==> src/design/fll_pkg.sv <==
// Shared types, codes and constants of the failure lockout limiter.
package fll_pkg;

  localparam int KEY_W = 6;
  localparam int KEY_SPACE = 1 << KEY_W;
  localparam int NUM_KEYS_DEFAULT = 64;
  localparam int TIME_W = 32;
  localparam int TICKS_W = 16;
  localparam int COUNT_W = 8;
  localparam int CFG_INDEX_W = 2;

  localparam logic [TICKS_W-1:0] WINDOW_TICKS_RESET = 16'd60;
  localparam logic [COUNT_W-1:0] ATTEMPT_LIMIT_RESET = 8'd5;
  localparam logic [TICKS_W-1:0] BLOCK_TICKS_RESET = 16'd300;

  typedef enum logic [1:0] {
    CMD_TICK    = 2'd0,
    CMD_FAILURE = 2'd1,
    CMD_QUERY   = 2'd2,
    CMD_CLEAR   = 2'd3
  } cmd_e;

  typedef enum logic [CFG_INDEX_W-1:0] {
    REG_WINDOW_TICKS  = 2'd0,
    REG_ATTEMPT_LIMIT = 2'd1,
    REG_BLOCK_TICKS   = 2'd2,
    REG_UNUSED        = 2'd3
  } reg_e;

  typedef enum logic {
    ST_IDLE = 1'b0,
    ST_EXEC = 1'b1
  } state_e;

  typedef struct packed {
    logic [1:0]       command;
    logic [KEY_W-1:0] key_index;
  } request_t;

  typedef struct packed {
    logic               limited;
    logic [TICKS_W-1:0] retry_after;
  } response_t;

  typedef struct packed {
    logic [COUNT_W-1:0] attempt_count;
    logic [TIME_W-1:0]  window_begin;
    logic [TIME_W-1:0]  block_end;
    logic               block_active;
  } entry_t;

  typedef struct packed {
    logic capture;
    logic execute;
  } ctl_t;

endpackage

==> src/design/fll_ctrl.sv <==
// Controller state machine: capture a command beat, then execute it.
module fll_ctrl (
  input  logic          clk,
  input  logic          rst,
  input  logic          start,
  output logic          busy,
  output fll_pkg::ctl_t ctl
);

  fll_pkg::state_e state;
  fll_pkg::state_e state_next;

  always_ff @(posedge clk) begin
    if (rst) begin
      state <= fll_pkg::ST_IDLE;
    end else begin
      state <= state_next;
    end
  end

  always_comb begin
    state_next = state;
    ctl = '0;
    busy = 1'b0;
    case (state)
      fll_pkg::ST_IDLE: begin
        if (start) begin
          ctl.capture = 1'b1;
          state_next = fll_pkg::ST_EXEC;
        end
      end
      fll_pkg::ST_EXEC: begin
        busy = 1'b1;
        ctl.execute = 1'b1;
        state_next = fll_pkg::ST_IDLE;
      end
      default: begin
        state_next = fll_pkg::ST_IDLE;
      end
    endcase
  end

endmodule

==> src/design/fll_datapath.sv <==
// Datapath: time counter, config registers, bucket table and update logic.
module fll_datapath #(
  parameter int NUM_KEYS = fll_pkg::NUM_KEYS_DEFAULT
) (
  input  logic                              clk,
  input  logic                              rst,
  input  fll_pkg::ctl_t                     ctl,
  input  fll_pkg::request_t                 request,
  input  logic                              cfg_valid,
  input  logic [fll_pkg::CFG_INDEX_W-1:0]   cfg_index,
  input  logic [fll_pkg::TICKS_W-1:0]       cfg_data,
  output fll_pkg::response_t                response,
  output logic                              done
);

  localparam int DEPTH = (NUM_KEYS < fll_pkg::KEY_SPACE) ? NUM_KEYS : fll_pkg::KEY_SPACE;
  localparam int AW = $clog2(DEPTH);
  localparam logic [fll_pkg::TIME_W-1:0] TIME_MAX = '1;
  localparam logic [fll_pkg::COUNT_W-1:0] COUNT_MAX = '1;

  fll_pkg::entry_t mem [DEPTH];
  logic [DEPTH-1:0] valid;

  logic [fll_pkg::TICKS_W-1:0] window_ticks;
  logic [fll_pkg::COUNT_W-1:0] attempt_limit;
  logic [fll_pkg::TICKS_W-1:0] block_ticks;
  logic [fll_pkg::TIME_W-1:0] current_time;

  fll_pkg::request_t req;
  fll_pkg::entry_t rd_entry;
  logic rd_valid;

  fll_pkg::entry_t cur;
  fll_pkg::entry_t upd;
  logic [AW-1:0] addr;
  logic in_range;
  logic blocked;
  logic expired;
  logic [fll_pkg::TIME_W-1:0] elapsed;
  logic [fll_pkg::TIME_W:0] end_sum;
  logic [fll_pkg::TIME_W-1:0] end_sat;
  logic [fll_pkg::TIME_W-1:0] remain;
  logic [fll_pkg::COUNT_W-1:0] count_base;
  logic [fll_pkg::COUNT_W-1:0] count_inc;
  fll_pkg::response_t response_next;

  always_ff @(posedge clk) begin
    if (rst) begin
      window_ticks <= fll_pkg::WINDOW_TICKS_RESET;
      attempt_limit <= fll_pkg::ATTEMPT_LIMIT_RESET;
      block_ticks <= fll_pkg::BLOCK_TICKS_RESET;
    end else if (cfg_valid) begin
      case (fll_pkg::reg_e'(cfg_index))
        fll_pkg::REG_WINDOW_TICKS:  window_ticks <= cfg_data;
        fll_pkg::REG_ATTEMPT_LIMIT: attempt_limit <= cfg_data[fll_pkg::COUNT_W-1:0];
        fll_pkg::REG_BLOCK_TICKS:   block_ticks <= cfg_data;
        default: begin
        end
      endcase
    end
  end

  assign addr = req.key_index[AW-1:0];
  assign in_range = 32'(req.key_index) < NUM_KEYS;

  always_ff @(posedge clk) begin
    if (ctl.capture) begin
      req <= request;
      rd_entry <= mem[request.key_index[AW-1:0]];
    end
  end

  always_ff @(posedge clk) begin
    if (rst) begin
      rd_valid <= 1'b0;
    end else if (ctl.capture) begin
      rd_valid <= valid[request.key_index[AW-1:0]];
    end
  end

  always_comb begin
    cur = rd_valid ? rd_entry : '0;
    blocked = cur.block_active && (current_time < cur.block_end);
    elapsed = current_time - cur.window_begin;
    expired = elapsed > {16'd0, window_ticks};
    end_sum = {1'b0, current_time} + {17'd0, block_ticks};
    end_sat = end_sum[fll_pkg::TIME_W] ? TIME_MAX : end_sum[fll_pkg::TIME_W-1:0];
    remain = cur.block_end - current_time;
    count_base = expired ? '0 : cur.attempt_count;
    count_inc = (count_base == COUNT_MAX) ? COUNT_MAX : count_base + 1'b1;

    upd = cur;
    if (!blocked) begin
      upd.attempt_count = count_inc;
      if (expired || (count_base == '0)) begin
        upd.window_begin = current_time;
      end
      if (count_inc >= attempt_limit) begin
        upd.block_end = end_sat;
        upd.block_active = 1'b1;
        upd.attempt_count = '0;
        upd.window_begin = current_time;
      end
    end

    response_next = '0;
    if ((fll_pkg::cmd_e'(req.command) == fll_pkg::CMD_QUERY) && in_range && blocked) begin
      response_next.limited = 1'b1;
      response_next.retry_after = remain[fll_pkg::TICKS_W-1:0];
    end
  end

  always_ff @(posedge clk) begin
    if (ctl.execute && in_range && (fll_pkg::cmd_e'(req.command) == fll_pkg::CMD_FAILURE)) begin
      mem[addr] <= upd;
    end
  end

  always_ff @(posedge clk) begin
    if (rst) begin
      valid <= '0;
      current_time <= '0;
    end else if (ctl.execute) begin
      case (fll_pkg::cmd_e'(req.command))
        fll_pkg::CMD_TICK: begin
          if (current_time != TIME_MAX) begin
            current_time <= current_time + 1'b1;
          end
        end
        fll_pkg::CMD_FAILURE: begin
          if (in_range) begin
            valid[addr] <= 1'b1;
          end
        end
        fll_pkg::CMD_CLEAR: begin
          if (in_range) begin
            valid[addr] <= 1'b0;
          end
        end
        default: begin
        end
      endcase
    end
  end

  always_ff @(posedge clk) begin
    if (rst) begin
      done <= 1'b0;
    end else begin
      done <= ctl.execute;
    end
  end

  always_ff @(posedge clk) begin
    if (ctl.execute) begin
      response <= response_next;
    end
  end

endmodule

==> src/design/failure_lockout_limiter.sv <==
// Top level of the failure lockout limiter.
// An accepted beat is registered at capture; its result is registered onto done at execute.
// New commands are taken only when idle: table read at capture, failure write-back at execute.
// The result beat overlaps the capture of the next command; the receiver cannot stall.
// Reset: clears time, config to defaults and all buckets at once through per-entry valid bits.
module failure_lockout_limiter #(
  parameter int NUM_KEYS = fll_pkg::NUM_KEYS_DEFAULT
) (
  input  logic                              clk,
  input  logic                              rst,
  input  logic                              start,
  output logic                              busy,
  input  fll_pkg::request_t                 request,
  output fll_pkg::response_t                response,
  output logic                              done,
  input  logic                              cfg_valid,
  output logic                              cfg_ready,
  input  logic [fll_pkg::CFG_INDEX_W-1:0]   cfg_index,
  input  logic [fll_pkg::TICKS_W-1:0]       cfg_data
);

  fll_pkg::ctl_t ctl;

  assign cfg_ready = 1'b1;

  fll_ctrl u_ctrl (
    .clk   (clk),
    .rst   (rst),
    .start (start),
    .busy  (busy),
    .ctl   (ctl)
  );

  fll_datapath #(
    .NUM_KEYS (NUM_KEYS)
  ) u_datapath (
    .clk       (clk),
    .rst       (rst),
    .ctl       (ctl),
    .request   (request),
    .cfg_valid (cfg_valid),
    .cfg_index (cfg_index),
    .cfg_data  (cfg_data),
    .response  (response),
    .done      (done)
  );

  a_exec_one_cycle: assert property (@(posedge clk) disable iff (rst)
    busy |=> !busy) else $error("busy held longer than one cycle");

  a_accept_to_busy: assert property (@(posedge clk) disable iff (rst)
    (start && !busy) |=> busy) else $error("accepted beat not executed");

  a_done_follows_exec: assert property (@(posedge clk) disable iff (rst)
    busy |=> done) else $error("missing result beat");

  a_no_spurious_done: assert property (@(posedge clk) disable iff (rst)
    !busy |=> !done) else $error("result beat without command");

  a_retry_only_limited: assert property (@(posedge clk) disable iff (rst)
    (done && !response.limited) |-> (response.retry_after == '0))
    else $error("retry time on unlimited result");

endmodule
==> config.mk <==
export PLATFORM = sky130hd
export DESIGN_NAME = failure_lockout_limiter
export DESIGN_NICKNAME = d
export VERILOG_FILES = /design/src/design/fll_pkg.sv /design/src/design/fll_ctrl.sv /design/src/design/fll_datapath.sv /design/src/design/failure_lockout_limiter.sv
export SDC_FILE = /design/constraint.sdc
export NUM_CORES = 2
export LEC_CHECK = 0
export BUFFER_PORTS_ARGS = -buffer_cell sky130_fd_sc_hd__clkbuf_2
export CORE_UTILIZATION = 30
export DETAILED_ROUTE_END_ITERATION = 7
export PLACE_DENSITY = 0.51
export SYNTH_ARGS = -nofsm -noshare
export SYNTH_HDL_FRONTEND = slang
export SYNTH_HIERARCHICAL = 1
export SYNTH_MEMORY_MAX_BITS = 65536
export SYNTH_SLANG_ARGS = --single-unit
==> constraint.sdc <==
create_clock -name clk -period 11.5 [get_ports clk]
set_input_delay 0.575 -clock clk [delete_from_list [all_inputs] [get_ports clk]]
set_output_delay 0.575 -clock clk [all_outputs]
set_load 0.02 [all_outputs]
==> metrics.md <==
| Metric | Value |
|---|---|
| Status | complete, no violations |
| Worst Hold Class | in -> reg |
| Simple-Gate Fraction of Synth Area | 0.01634 |
| Clock Pin Slew Worst Setup and Hold Paths | 0.06 ns |
| Site Rows | a little under 300 |
| Number of CTS-inserted buffers | 525 |
| CTS tree | yes |
| Total power | 0.03732 W |
| H-tree depth | 6 |
| Max clock buf depth | 4 |
| XOR/XNOR Fraction of Synth Area | 0.003606 |
| EDFF count, synth | 4770 |
| Yosys reg bits | slightly below 5000 |
| Vias per inst | 5.475 |
| Maximum VDD drop | 0.0001852 V |
| Yosys cell types | 70 |
| Top cells by count, synth | edfxtp_1 (4770), mux4_2 (1554), clkbuf_1 (302), nand2_1 (224), nor2_1 (207) |
| Input/output buffers | 48 |
| Top cell type's share of synthesized area | 0.7465 |
| Relative slew slack | 0.09695 |
| CTS root buf | clkbuf_16 |
| Post-CTS Setup Repair Bufs | 0 |
| Initial DRC count | 13570 |
| Synth Area in Compound Gates | 0.01474 |
| Top-count cell post-synth | edfxtp_1 |
| CP max-delay cell | mux2i_4 |
| Initial antenna violation count | 42 |
| CP Capture Type | register |
| Clk_skew | 0.05245 ns |
| DRT Pass-1 Iters | 6 |
| Area of the mapped netlist | 191900 um2 |
| Gpl congestion | around 0.87 |
| PwrDens | 167.9 nW/um2 |
| Max cap viols | 0 |
| Maximum net fanout on the critical path | 33 |
| Total GRT Usage | 0.1881 |
| DIE AREA | between 600000 and 700000 um2 |
| Post-synthesis adder-cell area fraction | 0.008334 |
| Clk sinks | 4909 |
| Critical Path Source Type | register |
| Combinational family with the most area after synthesis | multiplexers |
| Die Wd | ~800 um |
| GRT overflow | 0 |
| Leading post-synthesis cells by cell area | edfxtp_1 (75%), mux4_2 (18%), dfxtp_1 (1.5%) |
| Multiplexer area fraction after synthesis | 0.1850 |
| DRC violation count after routing | 0 |
| Largest net degree at the start of global routing | 141 |
| RSZ-0062 raised after global routing | false |
| Core area | roughly 640000 um2 |
| Synth area leader | edfxtp_1 |
| Routed via count | 96840 |
| Top FF cell, synth | edfxtp_1 |
| Avg WL per Cell | 35.12 um |
| Fill count | 58080 |
| Max Clock Freq | 92.34 MHz |
| Mapped Avg Cell Area | approximately 23 um2 |
| DRT antenna net count | 0 |
| Async SR Flop Fraction | 0 |
| Fin crit period | around 11 ns |
| Vias in the first global route | 96270 |
| Fraction of layout cells with a size suffix above 1 | 0.3033 |
| Post-Syn Instances | 8386 |
| Hold violation count in the final report | 0 |
| Fin crit share | 0.9417 |
| Post-synthesis sequential area ratio | 0.7610 |
| Total Wirelength | 621200 um |
| Final slew viol count | 0 |
| Slowest stage delay, CP | approximately 0.94 ns |
| Syn_nets | around 8500 |
| Worst Max-Slew Pin Slew | 1.351 ns |
| Area grow syn2layout | 15.81% |
| Initial Util | 0.3013 |
| Worst Path Class, Setup | reg -> reg |
| CP arrival | 11.68 ns |
| Chip Height | 801.7 um |
| I/O pins | 50 |
| Leak | about 66 nW |
| Post-layout nets | around 9000 |
| Clock latency at the later pin of the worst-skew pair | between 1 and 1.5 ns |
| Req. time, crit path | ~12 ns |
| First-pass GRT wire length | about 840000 um |
| TNS Setup | 0 ns |
| # setup viols final | 0 |
| Hpwl dp | 328800 um |
| Yosys Warn Count | 6 |
sequential cells by signal, summed over array words and instances (netlist names), named ones only:
signal / flops
u_datapath/mem: 4672
u_datapath/rd_entry: 73
u_datapath/current_time: 32
u_datapath/response: 17
u_datapath/block_ticks: 16
u_datapath/window_ticks: 16
u_datapath/attempt_limit: 8
u_datapath/addr: 6
u_datapath/req: 2
u_ctrl/state: 1
u_datapath/done: 1
u_datapath/rd_valid: 1
routing by layer:
metal | track usage | vias up | part of all wire
met3 | 0.02759 | 961 | 0.075
met2 | 0.3068 | 4844 | 0.48
met1 | 0.2608 | 54200 | 0.41
met4 | 0.05930 | 2 | 0.035
met5 | 0 | - | 0.000021
li1 | - | 36830 | -
cell type report:
type                            instances  area (um2)  share of cell area
Sequential cell                      4909      146000              0.6572
Multi-Input combinational cell       2933       45090              0.2029
Clock buffer                          656       13860             0.06238
Tap cell                             8407       10520             0.04734
Timing Repair Buffer                  399        3515             0.01582
Clock inverter                        272        2796             0.01258
Inverter                              100       375.4            0.001689
Antenna cell                           10       25.02           0.0001126
worst paths after layout:
| path | slack, ns | startpoint | endpoint | cells after the start |
|---|---|---|---|---|
| max | 0.67 | u_datapath/rd_valid$_SDFFE_PP0P_ | u_datapath/mem[13][41]$_DFFE_PP_ | 40 |
| min | 0.19 | cfg_index[1] | u_datapath/window_ticks[11]$_SDFFE_PP0P_ | 4 |
| max reg2reg | 0.67 | u_datapath/rd_valid$_SDFFE_PP0P_ | u_datapath/mem[13][41]$_DFFE_PP_ | 40 |
| min reg2reg | 0.46 | u_datapath/window_ticks[8]$_SDFFE_PP0P_ | u_datapath/window_ticks[8]$_SDFFE_PP0P_ | 2 |
layout by cell type (no fill, tap or decap), types with 17 or more instances in the layout:
cell type / count
clkbuf_2: 41
dlygate4sd3_1: 23
mux2i_4: 34
nor3_1: 38
o211ai_1: 18
inv_1: 100
o21ai_4: 20
and3_1: 17
clkbuf_16: 534
dfxtp_1: 137
nand2_1: 224
ha_1: 123
clkbuf_1: 118
nor2b_1: 18
bufinv_16: 35
o21ai_0: 59
nor2_1: 143
a311oi_1: 42
nand4_1: 21
buf_12: 39
mux4_2: 1554
buf_4: 288
clkinv_1: 88
nand3_1: 42
xor2_1: 17
a21o_1: 34
nand2b_1: 24
edfxtp_1: 4770
xnor2_1: 62
nor2_4: 64
clkinv_8: 20
a21oi_1: 171
clkinv_2: 84
critical path, delay by kind of cell, from the launching register on:
kind                       cells  cell delay (ns)
buffers and inverters          3             0.88
adders and majority gates      4             1.13
and+or+nand+nor               15             3.37
DFF                            1             0.49
xor gates and xnor gates       1             0.14
muxes                          1             0.94
AOI/OAI and AO/OA             16             3.52
logic make-up (layout without fill, tap and decap cells):
kind of cell | Yosys count | after routing
DFF | 4909 | 4909
muxes | 1604 | 1604
AOI/OAI and AO/OA | 448 | 448
buffers and inverters | 544 | 1427
adders and majority gates | 126 | 126
xor gates and xnor gates | 79 | 79
and+or+nand+nor | 675 | 675
other | 1 | 11
timing repair:
action,in CTS,in global routing
gates resized for setup,0,2
hold buffers,23,0
endpoints found under the setup margin,0,256
hold endpoints to repair,53,0
power by group:
part | internal [W] | total, W | leakage [nW] | switching (W)
logic | 0.000569 | 0.00126 | 15.4 | 0.000696
registers | 0.0194 | 0.0194 | 42.5 | 0.0000325
clock network | 0.00941 | 0.0166 | 8.12 | 0.00719
total | 0.0294 | 0.0373 | 66.1 | 0.00792
through the flow:
step	util	hold WS, ns	setup slack, ns	area (um2)	cells
final	0.3490	0.1927	0.6707	222200	17690
after global routing	0.3489	0.2098	0.03741	222200	17680
after CTS	0.3486	0.1002	0.4789	222000	17670
after detailed placement	0.3221	0.4479	0.5564	205100	16720
after global placement	0.3221	0.4458	0.6159	205100	16720
after floorplan	-	0.4363	0.1964	191900	8386
No activity file was read; power rests on OpenSTA's default activity.
